File: config.mk
export PLATFORM = sky130hd
export DESIGN_NAME = mono_cursor_mask_source_packer_top
export DESIGN_NICKNAME = d
export VERILOG_FILES = /design/src/rtl/core/mcmsp_pkg.sv /design/src/rtl/core/mono_cursor_mask_source_packer_top.sv
export SDC_FILE = /design/constraint.sdc
export NUM_CORES = 1
export LEC_CHECK = 0
export ABC_AREA = 0
export BUFFER_PORTS_ARGS = -buffer_cell sky130_fd_sc_hd__buf_2
export CORE_ASPECT_RATIO = 0.7
export CORE_MARGIN = 1
export CORE_UTILIZATION = 55
export CTS_CLUSTER_DIAMETER = 30
export DETAILED_ROUTE_END_ITERATION = 16
export PLACE_DENSITY = 0.79
export SETUP_SLACK_MARGIN = 0.05
export SLEW_MARGIN = 20
export SYNTH_ARGS = -nofsm -noshare
export SYNTH_HDL_FRONTEND = slang
export SYNTH_SLANG_ARGS = --single-unit
File: constraint.sdc
create_clock -name clk -period 18.6 [get_ports clk]
set_input_delay 1.86 -clock clk [delete_from_list [all_inputs] [get_ports clk]]
set_output_delay 1.86 -clock clk [all_outputs]
set_load 0.02 [all_outputs]
File: src/rtl/core/mcmsp_pkg.sv
package mcmsp_pkg;

    localparam int GROUP_COUNT = 4;
    localparam int GROUP_W     = 16;
    localparam int SIZE_W      = 7;
    localparam int ROW_W       = 6;
    localparam int COL_W       = 6;
    localparam int CODE_W      = 2;
    localparam int CURSOR_SIDE_DEF = 64;

    localparam int IN_DATA_W  = 8;
    localparam int OUT_DATA_W = 136;

    typedef logic [GROUP_W-1:0] group_word_t;

    localparam group_word_t MASK_IDLE   = 16'hffff;
    localparam group_word_t SOURCE_IDLE = 16'h0000;

    typedef enum logic [1:0] {
        PIX_CLEAR   = 2'd0,
        PIX_BLACK_A = 2'd1,
        PIX_BLACK_B = 2'd2,
        PIX_WHITE   = 2'd3
    } pixel_code_t;

    typedef enum logic {
        REG_CURSOR_WIDTH  = 1'b0,
        REG_CURSOR_HEIGHT = 1'b1
    } reg_index_t;

endpackage

File: src/rtl/core/mono_cursor_mask_source_packer_top.sv
// Packs a mono hardware cursor, one 2-bit pixel per item, into 64-pixel rows of four
// 16-pixel mask and source words (pixel 0 of a group at bit 15). A pixel is taken every
// cycle while the output slot can take a row, and a finished row leaves through a single
// output register. After the last supplied row the pixel input stalls while
// the transparent rows up to CURSOR_SIDE-1 go out, one per cycle while the sink takes
// them; the row with number CURSOR_SIDE-1 carries tlast and ends the image. Register
// writes are always taken and act at once; sizes of zero count as one and sizes above
// CURSOR_SIDE are saturated.
module mono_cursor_mask_source_packer_top #(
    parameter int CURSOR_SIDE = mcmsp_pkg::CURSOR_SIDE_DEF
) (
    input  logic                                 clk,
    input  logic                                 rst_n,
    input  logic                                 s_axis_tvalid,
    output logic                                 s_axis_tready,
    // [1:0] pixel_code, [7:2] zero
    input  logic [mcmsp_pkg::IN_DATA_W-1:0]      s_axis_tdata,
    output logic                                 m_axis_tvalid,
    input  logic                                 m_axis_tready,
    // [5:0] row_number, [21:6] mask_group_0, [37:22] mask_group_1,
    // [53:38] mask_group_2, [69:54] mask_group_3, [85:70] source_group_0,
    // [101:86] source_group_1, [117:102] source_group_2,
    // [133:118] source_group_3, [135:134] zero
    output logic [mcmsp_pkg::OUT_DATA_W-1:0]     m_axis_tdata,
    output logic                                 m_axis_tlast,
    input  logic                                 cfg_valid,
    output logic                                 cfg_ready,
    input  logic                                 cfg_index,
    input  logic [mcmsp_pkg::SIZE_W-1:0]         cfg_data
);
    import mcmsp_pkg::*;

    localparam logic [SIZE_W-1:0] SIDE     = SIZE_W'(CURSOR_SIDE);
    localparam logic [ROW_W-1:0]  LAST_ROW = ROW_W'(CURSOR_SIDE - 1);

    logic [SIZE_W-1:0] width_reg;
    logic [SIZE_W-1:0] height_reg;

    logic [COL_W-1:0]  col_reg;
    logic [COL_W-1:0]  col_next;
    logic [ROW_W-1:0]  row_reg;
    logic [ROW_W-1:0]  row_next;
    group_word_t       mask_reg [GROUP_COUNT];
    group_word_t       mask_next [GROUP_COUNT];
    group_word_t       src_reg [GROUP_COUNT];
    group_word_t       src_next [GROUP_COUNT];

    logic              pad_active_reg;
    logic              pad_active_next;
    logic [ROW_W-1:0]  pad_row_reg;
    logic [ROW_W-1:0]  pad_row_next;

    logic              out_valid_reg;
    logic              out_valid_next;
    logic [ROW_W-1:0]  out_row_reg;
    logic [ROW_W-1:0]  out_row_next;
    group_word_t       out_mask_reg [GROUP_COUNT];
    group_word_t       out_mask_next [GROUP_COUNT];
    group_word_t       out_src_reg [GROUP_COUNT];
    group_word_t       out_src_next [GROUP_COUNT];
    logic              out_last_reg;
    logic              out_last_next;

    logic [SIZE_W-1:0] width_eff;
    logic [SIZE_W-1:0] height_eff;
    logic              slot_free;
    logic              in_fire;
    logic              pix_in_row;
    logic              row_end;
    logic              image_end;
    logic [1:0]        grp;
    logic [3:0]        bit_pos;
    pixel_code_t       code;

    always_comb
    begin
        if (width_reg == '0)
            width_eff = SIZE_W'(1);
        else if (width_reg > SIDE)
            width_eff = SIDE;
        else
            width_eff = width_reg;
        if (height_reg == '0)
            height_eff = SIZE_W'(1);
        else if (height_reg > SIDE)
            height_eff = SIDE;
        else
            height_eff = height_reg;
    end

    assign slot_free     = !out_valid_reg || m_axis_tready;
    assign s_axis_tready = !pad_active_reg && slot_free;
    assign in_fire       = s_axis_tvalid && s_axis_tready;
    assign cfg_ready     = 1'b1;

    assign code       = pixel_code_t'(s_axis_tdata[CODE_W-1:0]);
    assign grp        = col_reg[5:4];
    assign bit_pos    = ~col_reg[3:0];
    assign pix_in_row = {1'b0, col_reg} < width_eff;
    assign row_end    = ({1'b0, col_reg} + SIZE_W'(1)) >= width_eff;
    // Height is saturated to the cursor side, so this also covers the last row.
    assign image_end  = ({1'b0, row_reg} + SIZE_W'(1)) >= height_eff;

    always_comb
    begin
        col_next        = col_reg;
        row_next        = row_reg;
        mask_next       = mask_reg;
        src_next        = src_reg;
        pad_active_next = pad_active_reg;
        pad_row_next    = pad_row_reg;
        out_valid_next  = out_valid_reg && !m_axis_tready;
        out_row_next    = out_row_reg;
        out_mask_next   = out_mask_reg;
        out_src_next    = out_src_reg;
        out_last_next   = out_last_reg;

        if (in_fire)
        begin
            if (pix_in_row)
            begin
                case (code)
                    PIX_BLACK_A, PIX_BLACK_B:
                    begin
                        mask_next[grp][bit_pos] = 1'b0;
                    end
                    PIX_WHITE:
                    begin
                        mask_next[grp][bit_pos] = 1'b0;
                        src_next[grp][bit_pos]  = 1'b1;
                    end
                    default:
                    begin
                    end
                endcase
            end
            if (!row_end)
            begin
                col_next = col_reg + COL_W'(1);
            end
            else
            begin
                out_valid_next = 1'b1;
                out_row_next   = row_reg;
                out_mask_next  = mask_next;
                out_src_next   = src_next;
                out_last_next  = (row_reg == LAST_ROW);
                col_next       = '0;
                for (int k = 0; k < GROUP_COUNT; k++)
                begin
                    mask_next[k] = MASK_IDLE;
                    src_next[k]  = SOURCE_IDLE;
                end
                if (!image_end)
                begin
                    row_next = row_reg + ROW_W'(1);
                end
                else
                begin
                    row_next = '0;
                    if (row_reg != LAST_ROW)
                    begin
                        pad_active_next = 1'b1;
                        pad_row_next    = row_reg + ROW_W'(1);
                    end
                end
            end
        end
        else if (pad_active_reg && slot_free)
        begin
            out_valid_next = 1'b1;
            out_row_next   = pad_row_reg;
            out_last_next  = (pad_row_reg == LAST_ROW);
            for (int k = 0; k < GROUP_COUNT; k++)
            begin
                out_mask_next[k] = MASK_IDLE;
                out_src_next[k]  = SOURCE_IDLE;
            end
            if (pad_row_reg == LAST_ROW)
                pad_active_next = 1'b0;
            else
                pad_row_next = pad_row_reg + ROW_W'(1);
        end
    end

    always_ff @(posedge clk or negedge rst_n)
    begin
        if (!rst_n)
        begin
            width_reg      <= SIZE_W'(CURSOR_SIDE_DEF);
            height_reg     <= SIZE_W'(CURSOR_SIDE_DEF);
            col_reg        <= '0;
            row_reg        <= '0;
            pad_active_reg <= 1'b0;
            pad_row_reg    <= '0;
            out_valid_reg  <= 1'b0;
            for (int k = 0; k < GROUP_COUNT; k++)
            begin
                mask_reg[k] <= MASK_IDLE;
                src_reg[k]  <= SOURCE_IDLE;
            end
        end
        else
        begin
            if (cfg_valid && cfg_ready)
            begin
                case (reg_index_t'(cfg_index))
                    REG_CURSOR_WIDTH:  width_reg  <= cfg_data;
                    REG_CURSOR_HEIGHT: height_reg <= cfg_data;
                    default:
                    begin
                    end
                endcase
            end
            col_reg        <= col_next;
            row_reg        <= row_next;
            mask_reg       <= mask_next;
            src_reg        <= src_next;
            pad_active_reg <= pad_active_next;
            pad_row_reg    <= pad_row_next;
            out_valid_reg  <= out_valid_next;
        end
    end

    always_ff @(posedge clk)
    begin
        out_row_reg  <= out_row_next;
        out_mask_reg <= out_mask_next;
        out_src_reg  <= out_src_next;
        out_last_reg <= out_last_next;
    end

    assign m_axis_tvalid = out_valid_reg;
    assign m_axis_tlast  = out_last_reg;
    assign m_axis_tdata  = {2'b00,
                            out_src_reg[3], out_src_reg[2], out_src_reg[1], out_src_reg[0],
                            out_mask_reg[3], out_mask_reg[2], out_mask_reg[1],
                            out_mask_reg[0], out_row_reg};

    // While transparent rows are going out, no row is being filled.
    assert property (@(posedge clk) disable iff (!rst_n)
        pad_active_reg |-> (col_reg == '0 && row_reg == '0 && mask_reg[0] == MASK_IDLE
                            && src_reg[3] == SOURCE_IDLE))
        else $error("row state not idle during padding");

    // A pixel is never taken while a waiting row would be overwritten.
    assert property (@(posedge clk) disable iff (!rst_n)
        (s_axis_tvalid && s_axis_tready) |-> !(out_valid_reg && !m_axis_tready))
        else $error("pixel taken while output row is stalled");

    // Transparent rows follow each other in order.
    assert property (@(posedge clk) disable iff (!rst_n)
        (m_axis_tvalid && m_axis_tready && pad_active_reg)
        |=> (m_axis_tvalid && out_row_reg == $past(out_row_reg) + ROW_W'(1)))
        else $error("padding row out of order");

endmodule
# After elaboration in Yosys (flattened, before gate mapping)
# Cells that the tools add are included.
# totals
regBits	297
latch_bits	0
ram_bits	0
rom_bits	0
in_bits	21
out_inout_bits	140
memories	0
# classes
n_addsub	5
multipliers	0
div	0
order_cmp	9
n_eq_ne	10
n_shift	0
muxes	43
bitwise	6
n_reduce_logical	21
# op_table
cell	count
64-bit two-way mux	12
6-bit two-way mux	11
64-bit bitwise AND	1
64-bit NOT	1
64-bit bitwise OR	1
16-bit demux with 2-bit select	1
7-bit two-way mux	4
6-bit by 1-bit adder with 6-bit output (second input constant)	3
16-bit two-way mux	1
6-bit by 1-bit adder with 7-bit output (second input constant)	2
7-bit >= comparator	2
7-bit > comparator (second input constant)	2
7-bit zero test	2
1-bit two-way mux	13
6-bit equality test (second input constant)	2
5-bit AND reduction	2
2-bit AND reduction	4
6-bit by 7-bit < comparator with 1-bit output	1
1-bit logical AND	6
2-bit by 1-bit != test with 1-bit output (second input constant)	3
6-bit != test (second input constant)	1
4-bit by 5-bit < comparator with 1-bit output (second input constant)	1
1-bit demux with 4-bit select	1
2-bit equality test (second input constant)	2
other kinds (12)	15

# Longest topological paths before layout
# logic_depth
word_depth	13
depth_mapped	12
depth_no_buf	10

# Least setup slack after synthesis
# OpenSTA, ideal clock, no wires.
# synth_path
path_kind	input to register
startpoint	input port m_axis_tready
endpoint	register out_src_reg (netlist bit m_axis_tdata[100]), enable pin
setup_time_ns	1.153
t_arrival_ns	5.133
t_required_ns	17.447
path_slack_ns	12.313
path_stages	7
n_path_buf	3
cell_sequence	nand2b_1 > and2_1 > buf_2 > nand2_1 > buf_2 > clkbuf_1 > nand2_1
# synth_via
elab_chain_cells	5
word_cells_on_any_way	7
cone_classes	eq/ne (1); reduce/logical (6)
# synth_rtl
element	line_no	text
start, declared	mono_cursor_mask_source_packer_top.sv:19	input logic m_axis_tready,
1-bit logical OR (*)	mono_cursor_mask_source_packer_top.sv:91	assign slot_free = !out_valid_reg || m_axis_tready;
1-bit logical AND	mono_cursor_mask_source_packer_top.sv:92	assign s_axis_tready = !pad_active_reg && slot_free;
1-bit logical AND	mono_cursor_mask_source_packer_top.sv:93	assign in_fire = s_axis_tvalid && s_axis_tready;
2-bit by 1-bit != test with 1-bit output (no source line) or 2-bit nonzero test (tied branches)	--	
2-bit AND reduction (no source line) (*)	--	
end signal, assigned	mono_cursor_mask_source_packer_top.sv:229	out_src_reg <= out_src_next;
end, declared	mono_cursor_mask_source_packer_top.sv:59	group_word_t out_src_reg [GROUP_COUNT];
# Mark *: on every way between the ends. The rest lies on a longest branch, timed or not.
# A chain may end at the register's enable or synchronous reset.

# Worst setup path after layout
# layout_path
startpoint	register col_reg[3]
endpoint	register out_src_reg (netlist bit m_axis_tdata[83]), enable pin
# layout_via
elab_chain_cells	4
# layout_rtl
element	line_no	text
start, declared	mono_cursor_mask_source_packer_top.sv:39	logic [COL_W-1:0] col_reg;
start signal, assigned	mono_cursor_mask_source_packer_top.sv:215	col_reg <= col_next;
6-bit by 1-bit adder with 7-bit output	mono_cursor_mask_source_packer_top.sv:100	assign row_end = ({1'b0, col_reg} + SIZE_W'(1)) >= width_eff;
7-bit >= comparator	mono_cursor_mask_source_packer_top.sv:100	
2-bit by 1-bit != test with 1-bit output (no source line)	--	
2-bit AND reduction (no source line)	--	
# Every way passes these cells.

==> results.cfg <==
[placed_design]
dp_hpwl_mm = 18.9
post-place-cells = 1489
io_buffers = 151
gp_congestion = 0.865

[final_layout]
mostFrequentLayoutCells = nor2_1, buf_2, edfxtp_1
fin_cells = 1561
seq_area_sq_um = 8190
nNetsFinal = 1273
n_antenna_cell = 0
area_growth_pct = 18.7
largest_reg_flops = 128
final_common_cell = nor2_1
fillers = 1599
multi_input_area_sq_um = 4150
drive_gt1_share_pct = 25.6

[sta]
fin_crit_sh_pct = 26.4
report.final.slew_viol_count = 0
tns_ns = 0
slew_headroom_pct = 29.5
post-route-min-period_ns = 4.91
hold_viol = 0
setup_viol = 0
rsz0062_at_grt = false
tightest_slew_ns = 1.06
skew_ns = 0.0189
max_freq_mhz = 204

[yosys]
ys_seq_area_share_pct = 64.9
ys_types = 56
yosys_register_bits = 297
synth_area_sq_um = 12600
yosys_warnings = 0
synth_edf_count = 135
ys.flop_type = edfxtp_1
async_reset_ff_share_pct = 54.5
avgSynthCellArea_sq_um = 11.6
synthCells = 1089

[clock_tree]
cts_buffers = 40
hold_buffers = 0
cts_tree = built
clk-insertion-delay-late_ns = 0.52
postCtsSetupBuffers = 0
h-tree-depth = 2
clkTransAtPathRegs_ns = 0.05
cts-root-buf = clkbuf_16
cts.path.max_buffers = 3
clock_sinks = 297
cts.repair.resized = 0

[global_route]
antenna_found_initial = 0
grt_max_degree = 103
overflow = 0
grt.total_usage_pct = 26.2
grt_pass1_wl_mm = 47.1
first_global_vias = 8578

[worst_setup_path]
critPathArrivalTime_ns = 5.05
cp.required_ns = 18.74
path_class = register to register
crit_family = simple AND/OR/NAND/NOR gates
slowest_delay_ns = 0.85
cp-end-kind = register
worstPathCellList = nand3_1 > nor2_1 > ha_1 > nand2_1 > o21ai_0 > a21o_1 > nand2_4 > nand2_4 > buf_4
worstPathMaxFanout = 72
critPathBufInv = 1
crit_slowest_cell = dfrtp_1
crit_top_cell = nand2_4
start_kind = register

[job]
drv_cap = 0

[pwr]
ir_drop_uv = 99.6
static-leakage-power_nw = 6.43
p_per_area_nw_per_um2 = 155

[drt]
drt_wl_total_mm = 30.4
drt_iter0_markers = 989
vias_per_cell = 5.81
route.detailed.drc = 0
wl_per_cell_microns = 19.5
ant_nets = 0
dr.pass1.iters = 5
via_count = 9071

[floorplanning]
die_y_microns = 129
pin_count = 161
dieWidth_microns = 183
initial_core_util_pct = 57.2
dieArea_sq_um = 23600
coreArea_sq_um = 22100
rows = 45

[min_path]
hold_path_class = register to register

[run_status]
outcome = finished, final reports clean
[power breakdown]
part / switching (mW) / internal [mW]
Sequential: 0.0877 / 0.919
Clock: 0.293 / 0.499
Combinational: 0.366 / 0.153
[layer usage]
layer	track usage, %	vias up	routed length, microns
met4	7.75	0	705
met2	38.7	427	13600
met3	7.16	60	3120
met5	0	-	0
met1	38.1	4461	13000
li1	-	4123	-
[cells by family after synthesis]
kind of cell / count (synthesis) / synth area share [%]
buffers and inverters: 72 / 2.50
other: 2 / 0.0595
XOR/XNOR: 7 / 0.486
AO/OA/AOI/OAI: 297 / 15.4
flip-flops: 297 / 64.9
adder cells (fa/ha/maj): 26 / 2.58
multiplexers: 15 / 1.33
AND/OR/NAND/NOR: 373 / 12.8
[metrics by stage]
stage | hold slack, ns | worst slack [ns] | util, % | instance area, sq um | power, mW
2_1_floorplan | 0.449 | 12.31 | - | 12600 | 1.37
3_3_place_gp | 0.463 | 13.88 | 61.5 | 13600 | 1.51
3_5_place_dp | 0.461 | 13.76 | 61.5 | 13600 | 1.53
4_1_cts | 0.479 | 13.74 | 67.8 | 15000 | 2.32
5_1_grt | 0.500 | 13.32 | 67.8 | 15000 | 2.42
6_report | 0.478 | 13.69 | 67.8 | 15000 | 2.32
[cell usage after synthesis (all sizes together), types with 2 or more instances]
library cell,count,area share (%)
xnor2,6,0.42
and3,9,0.45
dfrtp,96,19
ha,26,2.6
o31ai,4,0.24
nor3b,4,0.28
nor4,2,0.099
conb,2,0.060
nor2b,13,0.64
and4,4,0.28
dfstp,66,14
nand2b,8,0.40
a211o,2,0.15
a21oi,89,3.6
o21ai,52,2.2
buf,28,1.2
o22a,6,0.42
clkbuf,36,1.1
edfxtp,135,32
nor2,186,5.5
nor3,9,0.36
inv,8,0.24
a22o,5,0.35
a21o,59,3.5
nand3,21,0.83
o21a,67,4.0
a31oi,5,0.25
nand4,7,0.45
nand2,103,3.1
mux2,14,1.2
o22ai,2,0.15
and2,5,0.25
[final timing paths]
check                                         start                        endpoint  slack, ns  cells past startpoint
setup / recovery             col_reg[3]$_DFFE_PN0P_  m_axis_tdata[83]$_SDFFCE_PN0P_      13.69                      9
hold / removal             mask_reg[38]$_DFFE_PN1P_        mask_reg[38]$_DFFE_PN1P_       0.48                      2
setup reg to reg             col_reg[3]$_DFFE_PN0P_  m_axis_tdata[83]$_SDFFCE_PN0P_      13.69                      9
hold reg to reg            mask_reg[38]$_DFFE_PN1P_        mask_reg[38]$_DFFE_PN1P_       0.48                      2
max in group asynchronous                     rst_n       height_reg[2]$_DFFE_PN0P_      15.72                      2
min in group asynchronous                     rst_n         src_reg[10]$_DFFE_PN0P_       1.43                      1
[layout make-up]
class / instances / share of cell area [%]
flip-flops and latches: 297 / 54.7
inverters: 8 / 0.201
repair buffers: 158 / 5.44
multi-input cells: 721 / 27.7
clock buffers: 52 / 7.69
clock inverters: 20 / 1.73
well taps: 305 / 2.55
[worst min-delay path, cell delays in order (launching register included)]
cell and delay (ns):
dfstp_2 0.36, o21ai_0 0.06, nand2_1 0.05
(Power assumes the default switching activity.)
